### config.mk
export PLATFORM = sky130hd
export DESIGN_NAME = mouse_look_orientation_core
export DESIGN_NICKNAME = d
export VERILOG_FILES = /design/src/rtl/mlo_pkg.sv /design/src/rtl/mlo_cordic.sv /design/src/rtl/mouse_look_orientation_core.sv
export SDC_FILE = /design/constraint.sdc
export NUM_CORES = 2
export LEC_CHECK = 0
export BUFFER_PORTS_ARGS = -buffer_cell sky130_fd_sc_hd__buf_2
export CAP_MARGIN = 20
export CORE_MARGIN = 1
export CORE_UTILIZATION = 57
export CTS_CLUSTER_DIAMETER = 200
export CTS_CLUSTER_SIZE = 20
export DETAILED_ROUTE_END_ITERATION = 12
export PLACE_DENSITY = 0.71
export SYNTH_ARGS = -nofsm -noshare
export SYNTH_HDL_FRONTEND = slang
export SYNTH_HIERARCHICAL = 1
export SYNTH_SLANG_ARGS = --single-unit
### constraint.sdc
create_clock -name clock -period 19 [get_ports clock]
set_clock_uncertainty 0.2 [all_clocks]
set_input_delay 1.9 -clock clock [delete_from_list [all_inputs] [get_ports clock]]
set_output_delay 1.9 -clock clock [all_outputs]
set_load 0.05 [all_outputs]
### src/rtl/mlo_pkg.sv
`default_nettype none
package mlo_pkg;

   localparam int ANG_W        = 17;
   localparam int Z_W          = ANG_W + 8;
   localparam int VEC_W        = 32;
   localparam int STEP_W       = 4;
   localparam int CORDIC_STEPS = 16;

   localparam logic signed [ANG_W-1:0] YAW_HALF    = 17'sd46080;
   localparam logic signed [ANG_W-1:0] QUARTER_ANG = 17'sd23040;
   localparam logic signed [VEC_W-1:0] CORDIC_X0   = 32'sd652032875;

   localparam logic [0:0] REG_SENSITIVITY = 1'b0;
   localparam logic [0:0] REG_PITCH_LIMIT = 1'b1;

   typedef struct packed {
      logic                    done;
      logic signed [VEC_W-1:0] cos_q;
      logic signed [VEC_W-1:0] sin_q;
   } cordic_res_type;

   // arctangent of 2^-i in 1/65536 degree
   function automatic logic signed [Z_W-1:0] atan_val(input logic [STEP_W-1:0] idx);
      logic signed [Z_W-1:0] v;
      unique case (idx)
         4'd0:  v = 25'sd2949120;
         4'd1:  v = 25'sd1740967;
         4'd2:  v = 25'sd919879;
         4'd3:  v = 25'sd466945;
         4'd4:  v = 25'sd234379;
         4'd5:  v = 25'sd117304;
         4'd6:  v = 25'sd58666;
         4'd7:  v = 25'sd29335;
         4'd8:  v = 25'sd14668;
         4'd9:  v = 25'sd7334;
         4'd10: v = 25'sd3667;
         4'd11: v = 25'sd1833;
         4'd12: v = 25'sd917;
         4'd13: v = 25'sd458;
         4'd14: v = 25'sd229;
         4'd15: v = 25'sd115;
      endcase
      return v;
   endfunction

endpackage
`default_nettype wire

### src/rtl/mlo_cordic.sv
`default_nettype none
module mlo_cordic (
   input  wire logic                                clock,
   input  wire logic                                reset,
   input  wire logic                                start,
   input  wire logic signed [mlo_pkg::ANG_W-1:0]    angle,
   output mlo_pkg::cordic_res_type                  res
);

   logic signed [mlo_pkg::VEC_W-1:0]  x_ff, x_in, y_ff, y_in;
   logic signed [mlo_pkg::Z_W-1:0]    z_ff, z_in;
   logic [mlo_pkg::STEP_W-1:0]        cnt_ff, cnt_in;
   logic                              busy_ff, busy_in;
   logic                              done_ff, done_in;
   logic                              neg_ff, neg_in;

   logic signed [mlo_pkg::ANG_W-1:0]  fold_ang;
   logic                              fold_neg;
   logic signed [mlo_pkg::VEC_W-1:0]  shx, shy;
   logic signed [mlo_pkg::Z_W-1:0]    atan_z;

   always_comb begin
      // bring the angle into the right half plane, negate the result later
      priority if (angle > mlo_pkg::QUARTER_ANG) begin
         fold_ang = angle - mlo_pkg::YAW_HALF;
         fold_neg = 1'b1;
      end else if (angle < -mlo_pkg::QUARTER_ANG) begin
         fold_ang = angle + mlo_pkg::YAW_HALF;
         fold_neg = 1'b1;
      end else begin
         fold_ang = angle;
         fold_neg = 1'b0;
      end

      shx    = x_ff >>> cnt_ff;
      shy    = y_ff >>> cnt_ff;
      atan_z = mlo_pkg::atan_val(cnt_ff);

      x_in    = x_ff;
      y_in    = y_ff;
      z_in    = z_ff;
      cnt_in  = cnt_ff;
      busy_in = busy_ff;
      neg_in  = neg_ff;
      done_in = 1'b0;

      if (start) begin
         x_in    = mlo_pkg::CORDIC_X0;
         y_in    = '0;
         z_in    = {fold_ang, 8'h00};
         neg_in  = fold_neg;
         cnt_in  = '0;
         busy_in = 1'b1;
      end else if (busy_ff) begin
         if (z_ff >= 0) begin
            x_in = x_ff - shy;
            y_in = y_ff + shx;
            z_in = z_ff - atan_z;
         end else begin
            x_in = x_ff + shy;
            y_in = y_ff - shx;
            z_in = z_ff + atan_z;
         end
         cnt_in = cnt_ff + 1'b1;
         if (cnt_ff == mlo_pkg::STEP_W'(mlo_pkg::CORDIC_STEPS - 1)) begin
            busy_in = 1'b0;
            done_in = 1'b1;
         end
      end
   end

   always_ff @(posedge clock) begin
      if (reset) begin
         busy_ff <= 1'b0;
         done_ff <= 1'b0;
         cnt_ff  <= '0;
      end else begin
         busy_ff <= busy_in;
         done_ff <= done_in;
         cnt_ff  <= cnt_in;
      end
      x_ff   <= x_in;
      y_ff   <= y_in;
      z_ff   <= z_in;
      neg_ff <= neg_in;
   end

   assign res.done  = done_ff;
   assign res.cos_q = neg_ff ? -x_ff : x_ff;
   assign res.sin_q = neg_ff ? -y_ff : y_ff;

endmodule
`default_nettype wire

### src/rtl/mouse_look_orientation_core.sv
`default_nettype none
// Channel   Direction  Handshake            Payload
// req_      in         req_tvalid/tready    tdata: cursor_x, cursor_y
// rsp_      out        rsp_tvalid/tready    tdata: dir_x, dir_y, dir_z, yaw_angle, pitch_angle
// csr_      in         csr_we               csr_index, csr_wdata
//
// One item at a time, through two 16-step CORDIC runs on the single rotation unit, a
// nine-step modulo reduction of yaw and one 33x33 multiplier shared by all four products.
// A finished item waits in the output register; a later item may still be taken and then
// holds in the last step until that register is free. Reset is synchronous: angles,
// previous position and registers return to their defaults, first-sample flag set.
module mouse_look_orientation_core (
   input  wire logic        clock,
   input  wire logic        reset,
   input  wire logic        req_tvalid,
   output      logic        req_tready,
   input  wire logic [31:0] req_tdata,   // cursor_x [15:0], cursor_y [31:16]
   output      logic        rsp_tvalid,
   input  wire logic        rsp_tready,
   output      logic [87:0] rsp_tdata,   // dir_x, dir_y, dir_z, yaw_angle, pitch_angle, pad
   input  wire logic        csr_we,
   input  wire logic [0:0]  csr_index,
   input  wire logic [15:0] csr_wdata
);

   localparam int ACC_W = 27;
   localparam int MUL_W = 33;
   localparam int PRD_W = 2 * MUL_W;

   localparam logic signed [ACC_W-1:0] YAW_FULL_A = 27'sd92160;
   localparam logic signed [ACC_W-1:0] YAW_HALF_A = 27'sd46080;
   localparam logic [14:0]             PITCH_MAX  = 15'd23040;
   localparam logic [3:0]              WRAP_TOP   = 4'd8;

   localparam logic [3:0] ST_IDLE    = 4'd0;
   localparam logic [3:0] ST_MULX    = 4'd1;
   localparam logic [3:0] ST_MULY    = 4'd2;
   localparam logic [3:0] ST_PITCH   = 4'd3;
   localparam logic [3:0] ST_WRAP    = 4'd4;
   localparam logic [3:0] ST_WRAPFIX = 4'd5;
   localparam logic [3:0] ST_CYAW    = 4'd6;
   localparam logic [3:0] ST_WYAW    = 4'd7;
   localparam logic [3:0] ST_CPITCH  = 4'd8;
   localparam logic [3:0] ST_WPITCH  = 4'd9;
   localparam logic [3:0] ST_PRODX   = 4'd10;
   localparam logic [3:0] ST_PRODZ   = 4'd11;
   localparam logic [3:0] ST_FINZ    = 4'd12;
   localparam logic [3:0] ST_OUT     = 4'd13;

   logic [3:0]                        state_ff, state_in;
   logic [15:0]                       sens_ff, sens_in;
   logic [14:0]                       plim_ff, plim_in;
   logic                              first_ff, first_in;
   logic signed [15:0]                prev_x_ff, prev_x_in, prev_y_ff, prev_y_in;
   logic signed [16:0]                dx_ff, dx_in, dy_ff, dy_in;
   logic signed [16:0]                yaw_ff, yaw_in;
   logic signed [15:0]                pitch_ff, pitch_in;
   logic signed [ACC_W-1:0]           acc_ff, acc_in;
   logic [3:0]                        wcnt_ff, wcnt_in;
   logic signed [PRD_W-1:0]           prod_ff, prod_in;
   logic signed [mlo_pkg::VEC_W-1:0]  cy_ff, cy_in, sy_ff, sy_in, cp_ff, cp_in;
   logic signed [15:0]                dir_x_ff, dir_x_in, dir_y_ff, dir_y_in;
   logic signed [15:0]                dir_z_ff, dir_z_in;
   logic                              rsp_valid_ff, rsp_valid_in;
   logic [87:0]                       rsp_data_ff, rsp_data_in;

   logic signed [15:0]                cur_x, cur_y;
   logic signed [MUL_W-1:0]           mul_a, mul_b;
   logic signed [PRD_W-1:0]           mul_p;
   logic signed [33:0]                rnd_sum;
   logic signed [25:0]                scaled;
   logic [14:0]                       lim;
   logic signed [ACC_W-1:0]           lim_s, pitch_sum, wrap_mod, wrap_fix, yaw_full;
   logic signed [32:0]                sin_sum;
   logic signed [16:0]                sin_q;
   logic                              cordic_start;
   logic signed [mlo_pkg::ANG_W-1:0]  cordic_ang;
   mlo_pkg::cordic_res_type           cres;

   function automatic logic signed [15:0] sat_dir(input logic signed [19:0] v);
      logic signed [15:0] r;
      priority if (v > 20'sd16384)
         r = 16'sd16384;
      else if (v < -20'sd16384)
         r = -16'sd16384;
      else
         r = v[15:0];
      return r;
   endfunction

   function automatic logic signed [15:0] round46(input logic signed [PRD_W-1:0] p);
      logic signed [PRD_W-1:0] s;
      s = p + (PRD_W'(1) <<< 45);
      return sat_dir(s[65:46]);
   endfunction

   mlo_cordic u_cordic (
      .clock (clock),
      .reset (reset),
      .start (cordic_start),
      .angle (cordic_ang),
      .res   (cres)
   );

   assign cur_x        = req_tdata[15:0];
   assign cur_y        = req_tdata[31:16];
   assign cordic_start = (state_ff == ST_CYAW) || (state_ff == ST_CPITCH);
   assign cordic_ang   = (state_ff == ST_CPITCH) ? {pitch_ff[15], pitch_ff} : yaw_ff;

   // shared multiplier operand selection
   always_comb begin
      unique case (state_ff)
         ST_MULY: begin
            mul_a = {{(MUL_W-17){dy_ff[16]}}, dy_ff};
            mul_b = {{(MUL_W-16){1'b0}}, sens_ff};
         end
         ST_PRODX: begin
            mul_a = {cy_ff[31], cy_ff};
            mul_b = {cp_ff[31], cp_ff};
         end
         ST_PRODZ: begin
            mul_a = {sy_ff[31], sy_ff};
            mul_b = {cp_ff[31], cp_ff};
         end
         default: begin
            mul_a = {{(MUL_W-17){dx_ff[16]}}, dx_ff};
            mul_b = {{(MUL_W-16){1'b0}}, sens_ff};
         end
      endcase
      mul_p = mul_a * mul_b;
   end

   always_comb begin
      rnd_sum   = prod_ff[33:0] + 34'sd128;
      scaled    = rnd_sum[33:8];
      lim       = (plim_ff > PITCH_MAX) ? PITCH_MAX : plim_ff;
      lim_s     = {{(ACC_W-15){1'b0}}, lim};
      pitch_sum = {{(ACC_W-16){pitch_ff[15]}}, pitch_ff}
                + {{(ACC_W-26){scaled[25]}}, scaled};
      yaw_full  = YAW_FULL_A;
      wrap_mod  = yaw_full <<< wcnt_ff;
      wrap_fix  = (acc_ff < 0) ? acc_ff + YAW_FULL_A : acc_ff;
      sin_sum   = {cres.sin_q[31], cres.sin_q} + 33'sd32768;
      sin_q     = sin_sum[32:16];
   end

   always_comb begin
      state_in     = state_ff;
      sens_in      = sens_ff;
      plim_in      = plim_ff;
      first_in     = first_ff;
      prev_x_in    = prev_x_ff;
      prev_y_in    = prev_y_ff;
      dx_in        = dx_ff;
      dy_in        = dy_ff;
      yaw_in       = yaw_ff;
      pitch_in     = pitch_ff;
      acc_in       = acc_ff;
      wcnt_in      = wcnt_ff;
      prod_in      = prod_ff;
      cy_in        = cy_ff;
      sy_in        = sy_ff;
      cp_in        = cp_ff;
      dir_x_in     = dir_x_ff;
      dir_y_in     = dir_y_ff;
      dir_z_in     = dir_z_ff;
      rsp_valid_in = rsp_valid_ff;
      rsp_data_in  = rsp_data_ff;

      if (csr_we) begin
         unique case (csr_index)
            mlo_pkg::REG_SENSITIVITY: sens_in = csr_wdata;
            mlo_pkg::REG_PITCH_LIMIT: plim_in = csr_wdata[14:0];
         endcase
      end

      if (rsp_valid_ff && rsp_tready)
         rsp_valid_in = 1'b0;

      unique case (state_ff)
         ST_IDLE: begin
            if (req_tvalid) begin
               // the first item records the position and moves no angle
               if (first_ff) begin
                  dx_in = '0;
                  dy_in = '0;
               end else begin
                  dx_in = {cur_x[15], cur_x} - {prev_x_ff[15], prev_x_ff};
                  dy_in = {prev_y_ff[15], prev_y_ff} - {cur_y[15], cur_y};
               end
               first_in  = 1'b0;
               prev_x_in = cur_x;
               prev_y_in = cur_y;
               state_in  = ST_MULX;
            end
         end
         ST_MULX: begin
            prod_in  = mul_p;
            state_in = ST_MULY;
         end
         ST_MULY: begin
            prod_in  = mul_p;
            acc_in   = {{(ACC_W-17){yaw_ff[16]}}, yaw_ff}
                     + {{(ACC_W-26){scaled[25]}}, scaled} + YAW_HALF_A;
            state_in = ST_PITCH;
         end
         ST_PITCH: begin
            priority if (pitch_sum > lim_s)
               pitch_in = lim_s[15:0];
            else if (pitch_sum < -lim_s)
               pitch_in = pitch_sum[15:0] - pitch_sum[15:0] - lim_s[15:0];
            else
               pitch_in = pitch_sum[15:0];
            wcnt_in  = WRAP_TOP;
            state_in = ST_WRAP;
         end
         ST_WRAP: begin
            // shrink the magnitude below the modulus times 2^wcnt each step
            priority if (acc_ff >= wrap_mod)
               acc_in = acc_ff - wrap_mod;
            else if (acc_ff < 0)
               acc_in = acc_ff + wrap_mod;
            else
               acc_in = acc_ff;
            if (wcnt_ff == '0)
               state_in = ST_WRAPFIX;
            else
               wcnt_in = wcnt_ff - 1'b1;
         end
         ST_WRAPFIX: begin
            yaw_in   = 17'(wrap_fix - YAW_HALF_A);
            state_in = ST_CYAW;
         end
         ST_CYAW: begin
            state_in = ST_WYAW;
         end
         ST_WYAW: begin
            if (cres.done) begin
               cy_in    = cres.cos_q;
               sy_in    = cres.sin_q;
               state_in = ST_CPITCH;
            end
         end
         ST_CPITCH: begin
            state_in = ST_WPITCH;
         end
         ST_WPITCH: begin
            if (cres.done) begin
               cp_in    = cres.cos_q;
               dir_y_in = sat_dir({{3{sin_q[16]}}, sin_q});
               state_in = ST_PRODX;
            end
         end
         ST_PRODX: begin
            prod_in  = mul_p;
            state_in = ST_PRODZ;
         end
         ST_PRODZ: begin
            dir_x_in = round46(prod_ff);
            prod_in  = mul_p;
            state_in = ST_FINZ;
         end
         ST_FINZ: begin
            dir_z_in = round46(prod_ff);
            state_in = ST_OUT;
         end
         ST_OUT: begin
            // hold until the output register is free
            if (!rsp_valid_ff || rsp_tready) begin
               rsp_valid_in = 1'b1;
               rsp_data_in  = {7'd0, pitch_ff, yaw_ff, dir_z_ff, dir_y_ff, dir_x_ff};
               state_in     = ST_IDLE;
            end
         end
         default: state_in = ST_IDLE;
      endcase
   end

   always_ff @(posedge clock) begin
      if (reset) begin
         state_ff     <= ST_IDLE;
         sens_ff      <= 16'd6554;
         plim_ff      <= 15'd22784;
         first_ff     <= 1'b1;
         prev_x_ff    <= '0;
         prev_y_ff    <= '0;
         yaw_ff       <= '0;
         pitch_ff     <= '0;
         wcnt_ff      <= '0;
         rsp_valid_ff <= 1'b0;
      end else begin
         state_ff     <= state_in;
         sens_ff      <= sens_in;
         plim_ff      <= plim_in;
         first_ff     <= first_in;
         prev_x_ff    <= prev_x_in;
         prev_y_ff    <= prev_y_in;
         yaw_ff       <= yaw_in;
         pitch_ff     <= pitch_in;
         wcnt_ff      <= wcnt_in;
         rsp_valid_ff <= rsp_valid_in;
      end
      dx_ff       <= dx_in;
      dy_ff       <= dy_in;
      acc_ff      <= acc_in;
      prod_ff     <= prod_in;
      cy_ff       <= cy_in;
      sy_ff       <= sy_in;
      cp_ff       <= cp_in;
      dir_x_ff    <= dir_x_in;
      dir_y_ff    <= dir_y_in;
      dir_z_ff    <= dir_z_in;
      rsp_data_ff <= rsp_data_in;
   end

   assign req_tready = (state_ff == ST_IDLE);
   assign rsp_tvalid = rsp_valid_ff;
   assign rsp_tdata  = rsp_data_ff;

endmodule
`default_nettype wire

==> flow_metrics.tcl <==
set metrics [dict create \
    status "complete, no violations" \
    synth_ff_type "edfxtp_1" \
    htree_levels 2 \
    drt-total-wl_mm 237 \
    slew_violations 0 \
    dp_hpwl_mm 182 \
    crit_top_cell "fa_1" \
    io_buffers 136 \
    synth_area_leaders "fa_1 (29%), edfxtp_1 (14%), ha_1 (8.6%)" \
    syn_area_um2 77700 \
    groute.usage.overall_pct 34.8 \
    fillers 11670 \
    wl_per_cell_um 22.9 \
    start_kind "flop" \
    synthToLayoutAreaGrowth_pct 4.18 \
    cts_buffer_depth 3 \
    grt_use_met3_pct 9.20 \
    synth_top_area_cell "fa_1" \
    met1_usage_pct 46.1 \
    period_minus_slack_ns 11.36 \
    path_class "reg -> reg" \
    vias_per_cell 6.08 \
    tightest_slew_ns 1.26 \
    fmax_mhz 88.0 \
    grt.busiest_layer "met2" \
    cp_slowest_cell "fa_1" \
    maxSlewHeadroom_pct 16.3 \
    met2_usage_pct 53.6 \
    place_congestion 1.05 \
    synth-edff-count 352 \
    grt_pass1_vias 62966 \
    cts_resized 0 \
    antenna_found_initial 1 \
    numCtsBuffers 34 \
    synthArstFlopShare_pct 0 \
    pin_count 144 \
    cts_sinks 558 \
    clk_pin_slew_worst_paths_ns 0.08 \
    synth-seq-area-share_pct 18.9 \
    start_util_pct 57.4 \
    cpPeakStageDelay_ns 1.07 \
    die_x_um 371 \
    maxCapViolations 0 \
    cts-root-buf "clkbuf_16" \
    worstPathArrival_ns 11.56 \
    critPathMaxFanout 46 \
    rows 135 \
    ys_warn_count 6 \
    drc 0 \
    worst_setup_path_end_kind "flop" \
    firstDrtPassIters 8 \
    ys_ff_latch 558 \
    grt_pass1_wl_mm 365 \
    syn_avg_cell_area_um2 8.97 \
    die_area_um2 138000 \
    ys_types 97 \
    grt_max_degree 84 \
    drtIter0Drc 6415 \
    synth_top_cell_area_share_pct 29.1 \
    setup_viol 0 \
    cpLargestDelayFamily "adder cells" \
    core_area_um2 135000 \
    nets 10239 \
    cts_setup_buffers 0 \
    die_height_um 371 \
    drive_gt1_share_pct 5.56 \
    cp_num_buf_inv 5 \
    required_ns 19.19 \
    num_vias 62815 \
    cts_tree "done" \
    postCtsHoldBufs 0 \
    globalRouteOverflowTotal 0 \
    hold_viol 0 \
    min_path_type "reg -> reg" \
    rsz0062_at_grt "false" \
    final_antenna_net_count 0 \
    period_share_pct 59.8 \
    tns_ns 0 \
    worstSkewPairLatency_ns 0.67 \
    syn-instance-count 8666 \
]
final cells by class:
cell class                      count  area, um^2  area share [%]
Clock buffer                       54         926            1.14
Tap cell                         1781        2230            2.75
Antenna cell                        3        7.51         0.00927
Inverter                         1290        4840            5.98
Multi-Input combinational cell   6382       56500            69.8
Timing Repair Buffer              258        1640            2.02
Sequential cell                   558       14700            18.2
Clock inverter                      5        91.3           0.113
sequential cells by signal, summed over array words and instances (netlist names), 25 cells and up:
| signal | flops |
|---|---|
| u_cordic/x_ff | 32 |
| u_cordic/z_ff | 25 |
| cy_ff | 32 |
| cp_ff | 32 |
| rsp_tdata | 81 |
| acc_ff | 27 |
| sy_ff | 32 |
| prod_ff | 48 |
| u_cordic/y_ff | 32 |
synth_stat cells (45+ instances only):
library cell,count
nand2b_1,69
nand2_1,1124
nor2_1,906
xnor2_1,276
dfxtp_1,206
o21ai_0,294
a21o_1,134
and2_1,72
ha_1,532
a21oi_1,374
a31oi_1,49
o31ai_1,58
mux2_2,55
and3_1,45
inv_1,1283
mux2i_1,113
nor3_1,107
fa_1,1129
nor2b_1,55
xor2_1,159
a22oi_1,56
nand3_1,133
clkbuf_1,364
edfxtp_1,352
layout by cell type (no fill, tap or decap), types with 49 or more instances in the layout:
| cell | netlist | final |
|---|---|---|
| a31oi_1 | 49 | 49 |
| nor2_1 | 906 | 899 |
| nand3_1 | 133 | 133 |
| fa_1 | 1129 | 1129 |
| a21o_1 | 134 | 134 |
| ha_1 | 532 | 532 |
| o21ai_0 | 294 | 291 |
| nor3_1 | 107 | 107 |
| o31ai_1 | 58 | 58 |
| edfxtp_1 | 352 | 352 |
| buf_2 | 24 | 136 |
| nand2_1 | 1124 | 1120 |
| a21oi_1 | 374 | 372 |
| nor2b_1 | 55 | 54 |
| and2_1 | 72 | 72 |
| mux2_2 | 55 | 55 |
| inv_1 | 1283 | 1282 |
| xor2_1 | 159 | 159 |
| dfxtp_1 | 206 | 201 |
| nand2b_1 | 69 | 69 |
| a22oi_1 | 56 | 56 |
| buf_4 | 11 | 120 |
| mux2i_1 | 113 | 106 |
| xnor2_1 | 276 | 276 |
per-stage QoR:
step	setup slack, ns	utilization (%)	hold slack (ns)	cell area [um^2]	instances
finish	7.64	59.8	0.218	80900	10331
global route	7.24	59.8	0.225	80900	10328
CTS	7.82	59.8	0.214	80900	10326
detailed placement	7.86	59.0	0.205	79900	10267
global placement	8.08	59.0	0.202	79900	10266
floorplan	8.89	-	0.200	77700	8672
worst paths after layout:
path,from,to,slack [ns],cells after the start
worst max-delay path,state_ff[2]$_SDFFE_PP0P_,prod_ff[64]$_DFFE_PP_,7.64,29
worst min-delay path,dir_z_ff[6]$_DFFE_PP_,rsp_tdata[38]$_DFFE_PP_,0.22,0
worst max register to register,state_ff[2]$_SDFFE_PP0P_,prod_ff[64]$_DFFE_PP_,7.64,29
worst min register to register,dir_z_ff[6]$_DFFE_PP_,rsp_tdata[38]$_DFFE_PP_,0.22,0
worst register-to-register path: cells and delay by family, from the launching register on:
kind | cells | cell delay, ns
AOI/OAI and AO/OA | 12 | 3.96
adders and majority gates | 9 | 5.05
buffers and inverters | 5 | 0.60
DFF | 1 | 0.68
and+or+nand+nor | 3 | 0.63
logic make-up (layout without fill, tap and decap cells):
group | after synthesis | in the layout | synth area share [%]
simple gates | 2714 | 2714 | 15.2
compound gates | 1350 | 1350 | 11.2
other cells | 1 | 10 | 0.00483
xor+xnor | 435 | 435 | 4.90
mux | 215 | 215 | 3.63
flops | 558 | 558 | 18.9
buf+inv | 1732 | 1607 | 8.52
fa+ha+maj | 1661 | 1661 | 37.7
metal layers:
| layer | part of all wire, % | vias to the layer above |
|---|---|---|
| met1 | 39 | 30844 |
| met3 | 12 | 646 |
| met2 | 44 | 3417 |
| met4 | 5.2 | 2 |
| li1 | - | 27906 |
| met5 | 0.0055 | - |
Power is not shown: default switching activity piles up to over one toggle a cycle in this logic, so the estimate is an artifact.
